<file path="src/sv/sale_pkg.sv">
// Package for the sorted array list engine: item types, op and status codes, sequencer states.
`default_nettype none

package sale_pkg;

    localparam logic [2:0] OP_SORTED_INS = 3'd0;
    localparam logic [2:0] OP_HEAD_INS   = 3'd1;
    localparam logic [2:0] OP_TAIL_INS   = 3'd2;
    localparam logic [2:0] OP_DEL_FIRST  = 3'd3;
    localparam logic [2:0] OP_DEL_LAST   = 3'd4;
    localparam logic [2:0] OP_DEL_VALUE  = 3'd5;
    localparam logic [2:0] OP_REPLACE    = 3'd6;

    localparam logic [2:0] STAT_OK        = 3'd0;
    localparam logic [2:0] STAT_FULL      = 3'd1;
    localparam logic [2:0] STAT_EMPTY     = 3'd2;
    localparam logic [2:0] STAT_NOT_FOUND = 3'd3;
    localparam logic [2:0] STAT_BAD_INDEX = 3'd4;

    typedef struct packed {
        logic [2:0]         op;
        logic signed [31:0] value;
        logic [6:0]         position;
    } in_item_t;

    typedef struct packed {
        logic [2:0]         status;
        logic signed [31:0] removed_value;
        logic [6:0]         count;
    } out_item_t;

    typedef enum logic [2:0] {
        ST_IDLE,
        ST_START,
        ST_WALK,
        ST_INS_WR,
        ST_LAST_RD,
        ST_LAST_CAP,
        ST_DONE
    } state_t;

endpackage

`default_nettype wire

</file>
<file path="src/sv/sorted_array_list_engine_core.sv">
// Sorted array list engine: bounded list in a single-port-write RAM, walked by a small sequencer.
// Replace, rejects and the unused op go straight to the result state; tail insert and any insert
// into an empty list go through the write state; delete last reads the last entry and captures it;
// delete first, delete value, sorted and head insert walk the whole list (ST_START, ST_WALK).
// One item at a time: s_ready returns as the result is registered; a result held back by m_ready
// stalls the block before it lets go.
// Reset (aresetn low, synchronous) empties the list and clears descending order; RAM is not cleared.
`default_nettype none

module sorted_array_list_engine_core #(
    parameter int CAPACITY = 64
) (
    input  wire logic                aclk,
    input  wire logic                aresetn,
    input  wire logic                cfg_we,
    input  wire logic                cfg_wdata,
    input  wire logic                s_valid,
    output      logic                s_ready,
    input  wire sale_pkg::in_item_t  s_data,
    output      logic                m_valid,
    input  wire logic                m_ready,
    output      sale_pkg::out_item_t m_data
);
    import sale_pkg::*;

    localparam int IDX_W = $clog2(CAPACITY);
    localparam int LEN_W = $clog2(CAPACITY + 1);
    localparam int WID_W = LEN_W + 7;

    logic signed [31:0] mem [CAPACITY];

    state_t             state_reg, state_next;
    logic [LEN_W-1:0]   len_reg, len_next;
    logic [IDX_W-1:0]   idx_reg, idx_next;
    logic signed [31:0] carry_reg, carry_next;
    logic               hit_reg, hit_next;
    logic signed [31:0] removed_reg, removed_next;
    logic [2:0]         status_reg, status_next;
    logic [2:0]         op_reg, op_next;
    logic signed [31:0] val_reg, val_next;
    logic               desc_reg;
    logic               m_valid_reg, m_valid_next;
    out_item_t          m_data_reg, m_data_next;
    logic signed [31:0] rdata_reg;

    logic               mem_we;
    logic [IDX_W-1:0]   mem_waddr, mem_raddr;
    logic signed [31:0] mem_wdata;

    logic [LEN_W:0]     idx_plus1;
    logic               last_step;
    logic [LEN_W-1:0]   len_m1;
    logic [WID_W-1:0]   pos_ext, len_ext, pos_m1, len_wide;
    logic               moves_on, hit_now, is_full;

    assign idx_plus1 = (LEN_W+1)'(idx_reg) + (LEN_W+1)'(1);
    assign last_step = (idx_plus1 == (LEN_W+1)'(len_reg));
    assign len_m1    = len_reg - LEN_W'(1);
    assign pos_ext   = WID_W'(s_data.position);
    assign len_ext   = WID_W'(len_reg);
    assign pos_m1    = pos_ext - WID_W'(1);
    assign len_wide  = WID_W'(len_reg);
    assign is_full   = (len_reg == LEN_W'(CAPACITY));
    assign moves_on  = desc_reg ? (val_reg < rdata_reg) : (rdata_reg < val_reg);
    assign hit_now   = (op_reg == OP_DEL_FIRST) ? (idx_reg == '0) : (rdata_reg == val_reg);

    assign s_ready = (state_reg == ST_IDLE);
    assign m_valid = m_valid_reg;
    assign m_data  = m_data_reg;

    always_ff @(posedge aclk) begin
        if (mem_we) begin
            mem[mem_waddr] <= mem_wdata;
        end
        rdata_reg <= mem[mem_raddr];
    end

    always_ff @(posedge aclk) begin
        if (!aresetn) begin
            state_reg   <= ST_IDLE;
            len_reg     <= '0;
            desc_reg    <= 1'b0;
            m_valid_reg <= 1'b0;
        end else begin
            state_reg   <= state_next;
            len_reg     <= len_next;
            m_valid_reg <= m_valid_next;
            if (cfg_we) begin
                desc_reg <= cfg_wdata;
            end
        end
    end

    always_ff @(posedge aclk) begin
        idx_reg     <= idx_next;
        carry_reg   <= carry_next;
        hit_reg     <= hit_next;
        removed_reg <= removed_next;
        status_reg  <= status_next;
        op_reg      <= op_next;
        val_reg     <= val_next;
        m_data_reg  <= m_data_next;
    end

    always_comb begin
        state_next   = state_reg;
        len_next     = len_reg;
        idx_next     = idx_reg;
        carry_next   = carry_reg;
        hit_next     = hit_reg;
        removed_next = removed_reg;
        status_next  = status_reg;
        op_next      = op_reg;
        val_next     = val_reg;
        m_valid_next = m_valid_reg && !m_ready;
        m_data_next  = m_data_reg;
        mem_we       = 1'b0;
        mem_waddr    = idx_reg;
        mem_wdata    = carry_reg;
        mem_raddr    = '0;

        case (state_reg)
            ST_IDLE: begin
                if (s_valid) begin
                    op_next      = s_data.op;
                    val_next     = s_data.value;
                    carry_next   = s_data.value;
                    removed_next = '0;
                    status_next  = STAT_OK;
                    hit_next     = 1'b0;
                    idx_next     = '0;
                    state_next   = ST_DONE;
                    case (s_data.op)
                        OP_SORTED_INS, OP_HEAD_INS, OP_TAIL_INS: begin
                            if (is_full) begin
                                status_next = STAT_FULL;
                            end else if (s_data.op == OP_TAIL_INS || len_reg == '0) begin
                                state_next = ST_INS_WR;
                            end else begin
                                hit_next   = (s_data.op == OP_HEAD_INS);
                                state_next = ST_START;
                            end
                        end
                        OP_DEL_FIRST, OP_DEL_VALUE: begin
                            if (len_reg == '0) begin
                                status_next = (s_data.op == OP_DEL_FIRST) ? STAT_EMPTY
                                                                          : STAT_NOT_FOUND;
                            end else begin
                                state_next = ST_START;
                            end
                        end
                        OP_DEL_LAST: begin
                            if (len_reg == '0) begin
                                status_next = STAT_EMPTY;
                            end else begin
                                state_next = ST_LAST_RD;
                            end
                        end
                        OP_REPLACE: begin
                            if (pos_ext == '0 || pos_ext > len_ext) begin
                                status_next = STAT_BAD_INDEX;
                            end else begin
                                mem_we    = 1'b1;
                                mem_waddr = pos_m1[IDX_W-1:0];
                                mem_wdata = s_data.value;
                            end
                        end
                        default: begin
                            status_next = STAT_OK;
                        end
                    endcase
                end
            end
            ST_START: begin
                mem_raddr  = '0;
                idx_next   = '0;
                state_next = ST_WALK;
            end
            ST_WALK: begin
                // rdata_reg holds entry idx_reg; fetch the next one
                mem_raddr = idx_reg + IDX_W'(1);
                idx_next  = idx_reg + IDX_W'(1);
                if (op_reg inside {OP_SORTED_INS, OP_HEAD_INS}) begin
                    // ripple insert: once placed, each entry moves up one slot
                    if (hit_reg || !moves_on) begin
                        mem_we     = 1'b1;
                        mem_waddr  = idx_reg;
                        mem_wdata  = carry_reg;
                        carry_next = rdata_reg;
                        hit_next   = 1'b1;
                    end
                    if (last_step) begin
                        state_next = ST_INS_WR;
                    end
                end else begin
                    if (hit_reg) begin
                        mem_we    = 1'b1;
                        mem_waddr = idx_reg - IDX_W'(1);
                        mem_wdata = rdata_reg;
                    end else if (hit_now) begin
                        hit_next = 1'b1;
                        if (op_reg == OP_DEL_FIRST) begin
                            removed_next = rdata_reg;
                        end
                    end
                    if (last_step) begin
                        state_next = ST_DONE;
                        if (hit_next) begin
                            len_next = len_m1;
                        end else begin
                            status_next = STAT_NOT_FOUND;
                        end
                    end
                end
            end
            ST_INS_WR: begin
                mem_we     = 1'b1;
                mem_waddr  = len_reg[IDX_W-1:0];
                mem_wdata  = carry_reg;
                len_next   = len_reg + LEN_W'(1);
                state_next = ST_DONE;
            end
            ST_LAST_RD: begin
                mem_raddr  = len_m1[IDX_W-1:0];
                state_next = ST_LAST_CAP;
            end
            ST_LAST_CAP: begin
                removed_next = rdata_reg;
                len_next     = len_m1;
                state_next   = ST_DONE;
            end
            ST_DONE: begin
                if (!m_valid_reg || m_ready) begin
                    m_valid_next              = 1'b1;
                    m_data_next.status        = status_reg;
                    m_data_next.removed_value = removed_reg;
                    m_data_next.count         = len_wide[6:0];
                    state_next                = ST_IDLE;
                end
            end
            default: begin
                state_next = ST_IDLE;
            end
        endcase
    end

    a_len_bounded: assert property (@(posedge aclk) disable iff (!aresetn)
        len_reg <= LEN_W'(CAPACITY))
        else $error("list length above capacity");

    a_ins_grows: assert property (@(posedge aclk) disable iff (!aresetn)
        state_reg == ST_INS_WR |=> len_reg == $past(len_reg) + LEN_W'(1))
        else $error("insert did not grow the list by one");

    a_shift_down_addr: assert property (@(posedge aclk) disable iff (!aresetn)
        (state_reg == ST_WALK && hit_reg && mem_we &&
         !(op_reg == OP_SORTED_INS || op_reg == OP_HEAD_INS)) |-> idx_reg != '0)
        else $error("remove shift below entry zero");

    a_full_status: assert property (@(posedge aclk) disable iff (!aresetn)
        (state_reg == ST_DONE && status_reg == STAT_FULL) |-> is_full)
        else $error("full status with room in the list");

endmodule

`default_nettype wire

</file>
<file path="config.mk">
export PLATFORM = sky130hd
export DESIGN_NAME = sorted_array_list_engine_core
export DESIGN_NICKNAME = d
export VERILOG_FILES = /design/src/sv/sale_pkg.sv /design/src/sv/sorted_array_list_engine_core.sv
export SDC_FILE = /design/constraint.sdc
export NUM_CORES = 2
export LEC_CHECK = 0
export BUFFER_PORTS_ARGS = -buffer_cell sky130_fd_sc_hd__buf_4
export CAP_MARGIN = 20
export CELL_PAD_IN_SITES_DETAIL_PLACEMENT = 0
export CELL_PAD_IN_SITES_GLOBAL_PLACEMENT = 1
export CORE_MARGIN = 2
export CORE_UTILIZATION = 50
export CTS_BUF_LIST = sky130_fd_sc_hd__clkbuf_16
export CTS_CLUSTER_DIAMETER = 120
export DETAILED_ROUTE_END_ITERATION = 12
export PLACE_DENSITY = 0.78
export SYNTH_ARGS = -nofsm -noshare
export SYNTH_HDL_FRONTEND = slang
export SYNTH_SLANG_ARGS = --single-unit
</file>
<file path="constraint.sdc">
create_clock -name aclk -period 6 [get_ports aclk]
set_input_delay 0.3 -clock aclk [delete_from_list [all_inputs] [get_ports aclk]]
set_output_delay 0.3 -clock aclk [all_outputs]
set_load 0.02 [all_outputs]
</file>
Word-level counts from Yosys, hierarchy flattened
Memory sizes are Yosys's and may differ from the RTL's. A register that Yosys moved wholly into a read port is not among the register bits.
Index checks and enable logic that the tools add are counted.

cells by class
  equal/unequal tests = 29
  $lt $le $gt $ge = 3
  $add $sub $neg = 6
  reductions and logical operators = 31
  mux-type cells = 75

operators by type and width
  cell                                                                count
  32-bit two-way mux                                                  13
  32-bit case mux with 2 select lines                                 2
  32-bit case mux with 3 select lines                                 1
  32-bit less-than comparator                                         2
  3-bit two-way mux                                                   12
  6-bit two-way mux                                                   6
  6-bit case mux with 3 select lines                                  2
  32-bit == test                                                      1
  1-bit two-way mux                                                   24
  2-bit inequality test, second input constant                        11
  7-bit two-way mux                                                   3
  7-bit case mux with 3 select lines                                  1
  3-bit == test, second input constant                                6
  3-bit case mux with 6 select lines                                  1
  3-bit by 2-bit == test with 1-bit output, second input constant     5
  14-bit zero test                                                    1
  3-bit case mux with 4 select lines                                  1
  6-bit case mux with 2 select lines                                  1
  6-bit by 1-bit subtractor with 6-bit output, second input constant  2
  3-bit by 1-bit == test with 1-bit output, second input constant     3
  3-bit zero test                                                     3
  3-bit case mux with 3 select lines                                  1
  3-bit nonzero test                                                  3
  2-bit two-way mux                                                   4
  24 further kinds                                                    35

storage, ports and cells
  bits in registers = 163
  memories = 1
  input bits = 48
  output and inout bits = 44
  bits in writable memories = 2,048
  logic and storage cells = 159

memories
  name  words  bits a word  rd ports  clocked after Yosys merged registers in  wr ports  line                                 text
  mem   64     32           1         1                                        1         sorted_array_list_engine_core.sv:30  logic signed [31:0] mem [CAPACITY];

Logic depth before layout (Yosys ltp)
  depth after elaboration = 10
  mapped depth = 14
  mapped depth without buffers = 10

Worst setup path before layout
No wires, ideal clock.

  path kind = register -> register
  from = register len_reg[4]
  to = memory mem[26][0] (enable)
  data arrival time = 6.007 ns
  slack = -0.521 ns
  setup time = 0.513 ns
  cell stages (with the launch flop) = 12
  clock period less this slack = 6.521 ns
  required time = 5.487 ns
  path buffers = 2
  cell sequence = dfxtp_1 -> buf_2 -> clkinv_1 -> ha_1 -> and4_1 -> a21boi_1 -> o31ai_1 -> a21oi_1 -> o41ai_1 -> clkbuf_1 -> nand2_1 -> nor4b_1

between the ends
  cells in the longest elaborated chain, start to end = 8
  elaborated cells between the ends (all ways) = 12
  classes of those cells = order compare: 1; mux: 10; reduce/logical: 1

ends and longest elaborated chain
  element                                  line                                  text
  start, declared                          sorted_array_list_engine_core.sv:33   logic [LEN_W-1:0] len_reg, len_next;
  start signal, assigned                   sorted_array_list_engine_core.sv:86   len_reg <= len_next;
  7-bit > comparator                       sorted_array_list_engine_core.sv:160  if (pos_ext == '0 || pos_ext > len_ext) begin
  1-bit logical OR                         sorted_array_list_engine_core.sv:160
  1-bit two-way mux                        sorted_array_list_engine_core.sv:160
  1-bit two-way mux                        sorted_array_list_engine_core.sv:133  case (s_data.op)
  1-bit two-way mux                        sorted_array_list_engine_core.sv:124  if (s_valid) begin
  1-bit case mux with 3 select lines       sorted_array_list_engine_core.sv:122  case (state_reg)
  1-bit two-way mux                        sorted_array_list_engine_core.sv:72   if (mem_we) begin
  1-bit two-way mux (not written as such)  sorted_array_list_engine_core.sv:73   mem[mem_waddr] <= mem_wdata;
  end, declared                            sorted_array_list_engine_core.sv:30

Several ways; a longest one is shown, not always the timed one.

Worst setup path in the final report
  from = register len_reg[4]
  to = memory mem[12][8] (enable)

The elaborated chain is that of the path after synthesis.

==> impl_metrics.py <==
metrics = {
    "logic_synthesis": {
        "synth-xor-area-share_pct": 0.3019,
        "synth_top_family_by_area": "multiplexers",
        "synth_top_cells_by_area": "edfxtp_1 (75%), mux4_2 (13%), mux2i_1 (2.4%)",
        "synth-compound-area-share_pct": 2.747,
        "synth_area_um2": 88280,
        "ys_ff_latch": 2243,
        "synth_edf_count": 2199,
        "synthAdderAreaFrac_pct": 0.6519,
        "synth_largest_area_cell": "edfxtp_1",
        "synth-simple-area-share_pct": 3.177,
        "ys_seq_area_share_pct": 75.79,
        "yosysMostFrequentCell": "edfxtp_1",
        "ys_async_sr_fraction_pct": 0,
        "yosys_most_used_dff": "edfxtp_1",
        "synthTopCellsByCount": "edfxtp_1 (2199), mux4_2 (512), nand2_1 (276), mux2i_1 (209), o22ai_1 (133)",
        "syn-num-nets": 4418,
        "netlist-cell-type-count": 76,
        "synth_warnings": 0,
        "synthMuxAreaShare_pct": 15.72,
        "yosys.area.top_type_share_pct": 74.80,
        "postSynthAreaPerCell_um2": 20.42,
        "postSynthCellCount": 4324,
    },
    "timing": {
        "slew_viol_final": 0,
        "final.setup.worst_slack_ns": 0.8251,
        "final.setup.tns_ns": 0,
        "max_freq_mhz": 193.2,
        "period_share_pct": 86.25,
        "worst_slew_pin_slew_ns": 1.278,
        "setup_viol": 0,
        "min_period_ns": 5.175,
        "timing.hold.ws_ns": 0.2079,
        "finalHoldViolations": 0,
        "skew_ns": 0.05435,
        "relSlewSlack_pct": 14.37,
        "rsz0062_at_grt": "no",
    },
    "global_routing": {
        "grt_pass1_wl_um": 321500,
        "grt-ovfl-total": 0,
        "grt_pass1_vias": 44630,
        "grt_max_degree": 65,
        "grt_usage_pct": 25.00,
        "antenna_found_initial": 13,
    },
    "layout": {
        "utilization_pct": 57.98,
        "syn_to_final_growth_pct": 15.41,
        "finalNonFillerCells": 7187,
        "final_nets": 4750,
        "drive_gt1_share_pct": 27.10,
        "finalInstanceArea_um2": 101900,
        "largest_reg_flops": 2048,
    },
    "placement": {
        "dp_slack_ns": 0.8364,
        "routabilityCongestion": 0.9100,
        "place_area_um2": 94040,
        "placement.io_buffers": 91,
        "dp.cells": 6740,
        "hpwl_um": 135000,
    },
    "floorplanning": {
        "core-area_um2": 175700,
        "start_util_pct": 50.24,
        "die_y_um": 424.2,
        "pin_count": 92,
        "rows": 154,
        "dieArea_um2": 179900,
        "die_width_um": 424.2,
    },
    "clocking": {
        "cts.htree.levels": 4,
        "clk_path_buf_depth": 3,
        "worstSkewPairLatency_ns": 0.88,
        "clkTransAtPathRegs_ns": 0.06,
        "cts_root_buf": "clkbuf_16",
        "cts_buffers": 211,
        "cts_tree": "done",
        "post-cts-setup-buffers": 0,
        "cts_resized": 0,
        "cts_sinks": 2243,
    },
    "power": {
        "p_sw_mw": 23.72,
        "p_leak_nw": 33.03,
        "comb_power_share_pct": 40.5,
        "p_clk_share_pct": 22.1,
        "sw_frac_of_total_pct": 37.55,
        "finalPower_mw": 63.15,
        "seqPwrFrac_pct": 37.3,
        "p_int_mw": 39.44,
        "vdd_drop_max_v": 0.0004824,
        "p_per_area_nw_per_um2": 619.8,
    },
    "worst_setup_path": {
        "arrival_ns": 5.65,
        "crit_type": "flip-flop to flip-flop",
        "setup.worst_path.end_class": "flip-flop",
        "crit_fanout": 32,
        "cp-start-kind": "flip-flop",
        "crit_required_ns": 6.47,
    },
    "drt": {
        "drc": 0,
        "firstDrtPassIters": 6,
        "ant_nets": 0,
        "vias": 45310,
        "vias_per_cell": 6.304,
        "post_drt_wl_per_cell_um": 31.19,
        "drt-initial-drc-count": 6525,
        "wl_um": 224200,
    },
    "outcome": {
        "outcome": "finished, final reports clean",
    },
    "worst_hold_path": {
        "worstHoldPathType": "input port to flip-flop",
    },
    "job": {
        "timing.max_cap.violations": 0,
    },
}
critical path, cell delays in order (launching register included):
cell	delay, ns
dfxtp_1	0.52
clkinv_1	0.32
ha_1	0.37
and4_1	0.20
a21boi_1	0.14
o31ai_1	0.64
a21oi_1	0.20
o41ai_2	0.71
nand2b_1	0.36
nand2b_1	0.55
nor3_2	0.27
buf_4	0.47
worst paths after layout:
| check | startpoint | endpoint | slack, ns | cells past startpoint |
|---|---|---|---|---|
| max | len_reg[4] | mem[12][8] | 0.83 | 11 |
| min | s_data[32] | val_reg[25] | 0.21 | 2 |
| max reg2reg | len_reg[4] | mem[12][8] | 0.83 | 11 |
| min reg2reg | status_reg[0] | m_data[39] | 0.42 | 0 |
repair_timing:
| action | CTS | global route |
|---|---|---|
| hold endpoints to repair | 96 | 0 |
| endpoints found under the setup margin | 0 | 0 |
| hold buffers | 41 | 0 |
cells in the final DEF (no fill, tap or decap), types with 36 or more instances in the layout:
cell / Yosys / final
a21oi_1: 49 / 48
and2_1: 41 / 41
buf_12: 0 / 37
buf_4: 28 / 288
bufinv_16: 0 / 38
clkbuf_16: 0 / 212
clkinv_1: 1 / 44
clkinv_2: 0 / 41
dfxtp_1: 44 / 43
dlygate4sd3_1: 0 / 41
edfxtp_1: 2199 / 2199
ha_1: 46 / 46
inv_1: 50 / 81
mux2i_1: 209 / 209
mux4_2: 512 / 512
nand2_1: 276 / 274
nor2_1: 40 / 39
nor3_2: 1 / 36
o21ai_0: 61 / 61
o22ai_1: 133 / 132
power by group through the flow:
stage	Clock [mW]	Sequential, mW	Combinational (mW)
6_report	14.0	23.6	25.6
5_1_grt	14.7	23.6	26.7
4_1_cts	14.1	23.6	25.3
3_5_place_dp	0	23.9	25.2
3_3_place_gp	0	23.8	24.7
2_1_floorplan	0	24.0	14.1
kinds of logic (layout without fill, tap and decap cells):
family / after synthesis / count (layout)
muxes: 744 / 744
xor gates and xnor gates: 28 / 28
AOI/OAI and AO/OA: 392 / 392
other: 0 / 9
adders and majority gates: 46 / 46
buffers and inverters: 300 / 814
DFF: 2243 / 2243
and+or+nand+nor: 571 / 571
layer usage:
layer,global-route usage (%),up-vias,wire length [um]
met5,0,-,41
met4,10.23,6,9722
met3,5.258,364,24090
met2,38.26,2551,104400
met1,35.41,23780,85950
li1,-,18610,-
cell type report:
type	instances	area (um^2)
inverters	51	192.7
flip-flops and latches	2243	66920
repair buffers	368	3368
fillers	12480	73840
multi-input cells	1781	21100
diodes	9	22.52
well taps	2340	2928
clock buffers	212	5305
clock inverters	183	2058
No activity file was read; power rests on OpenSTA's default activity.
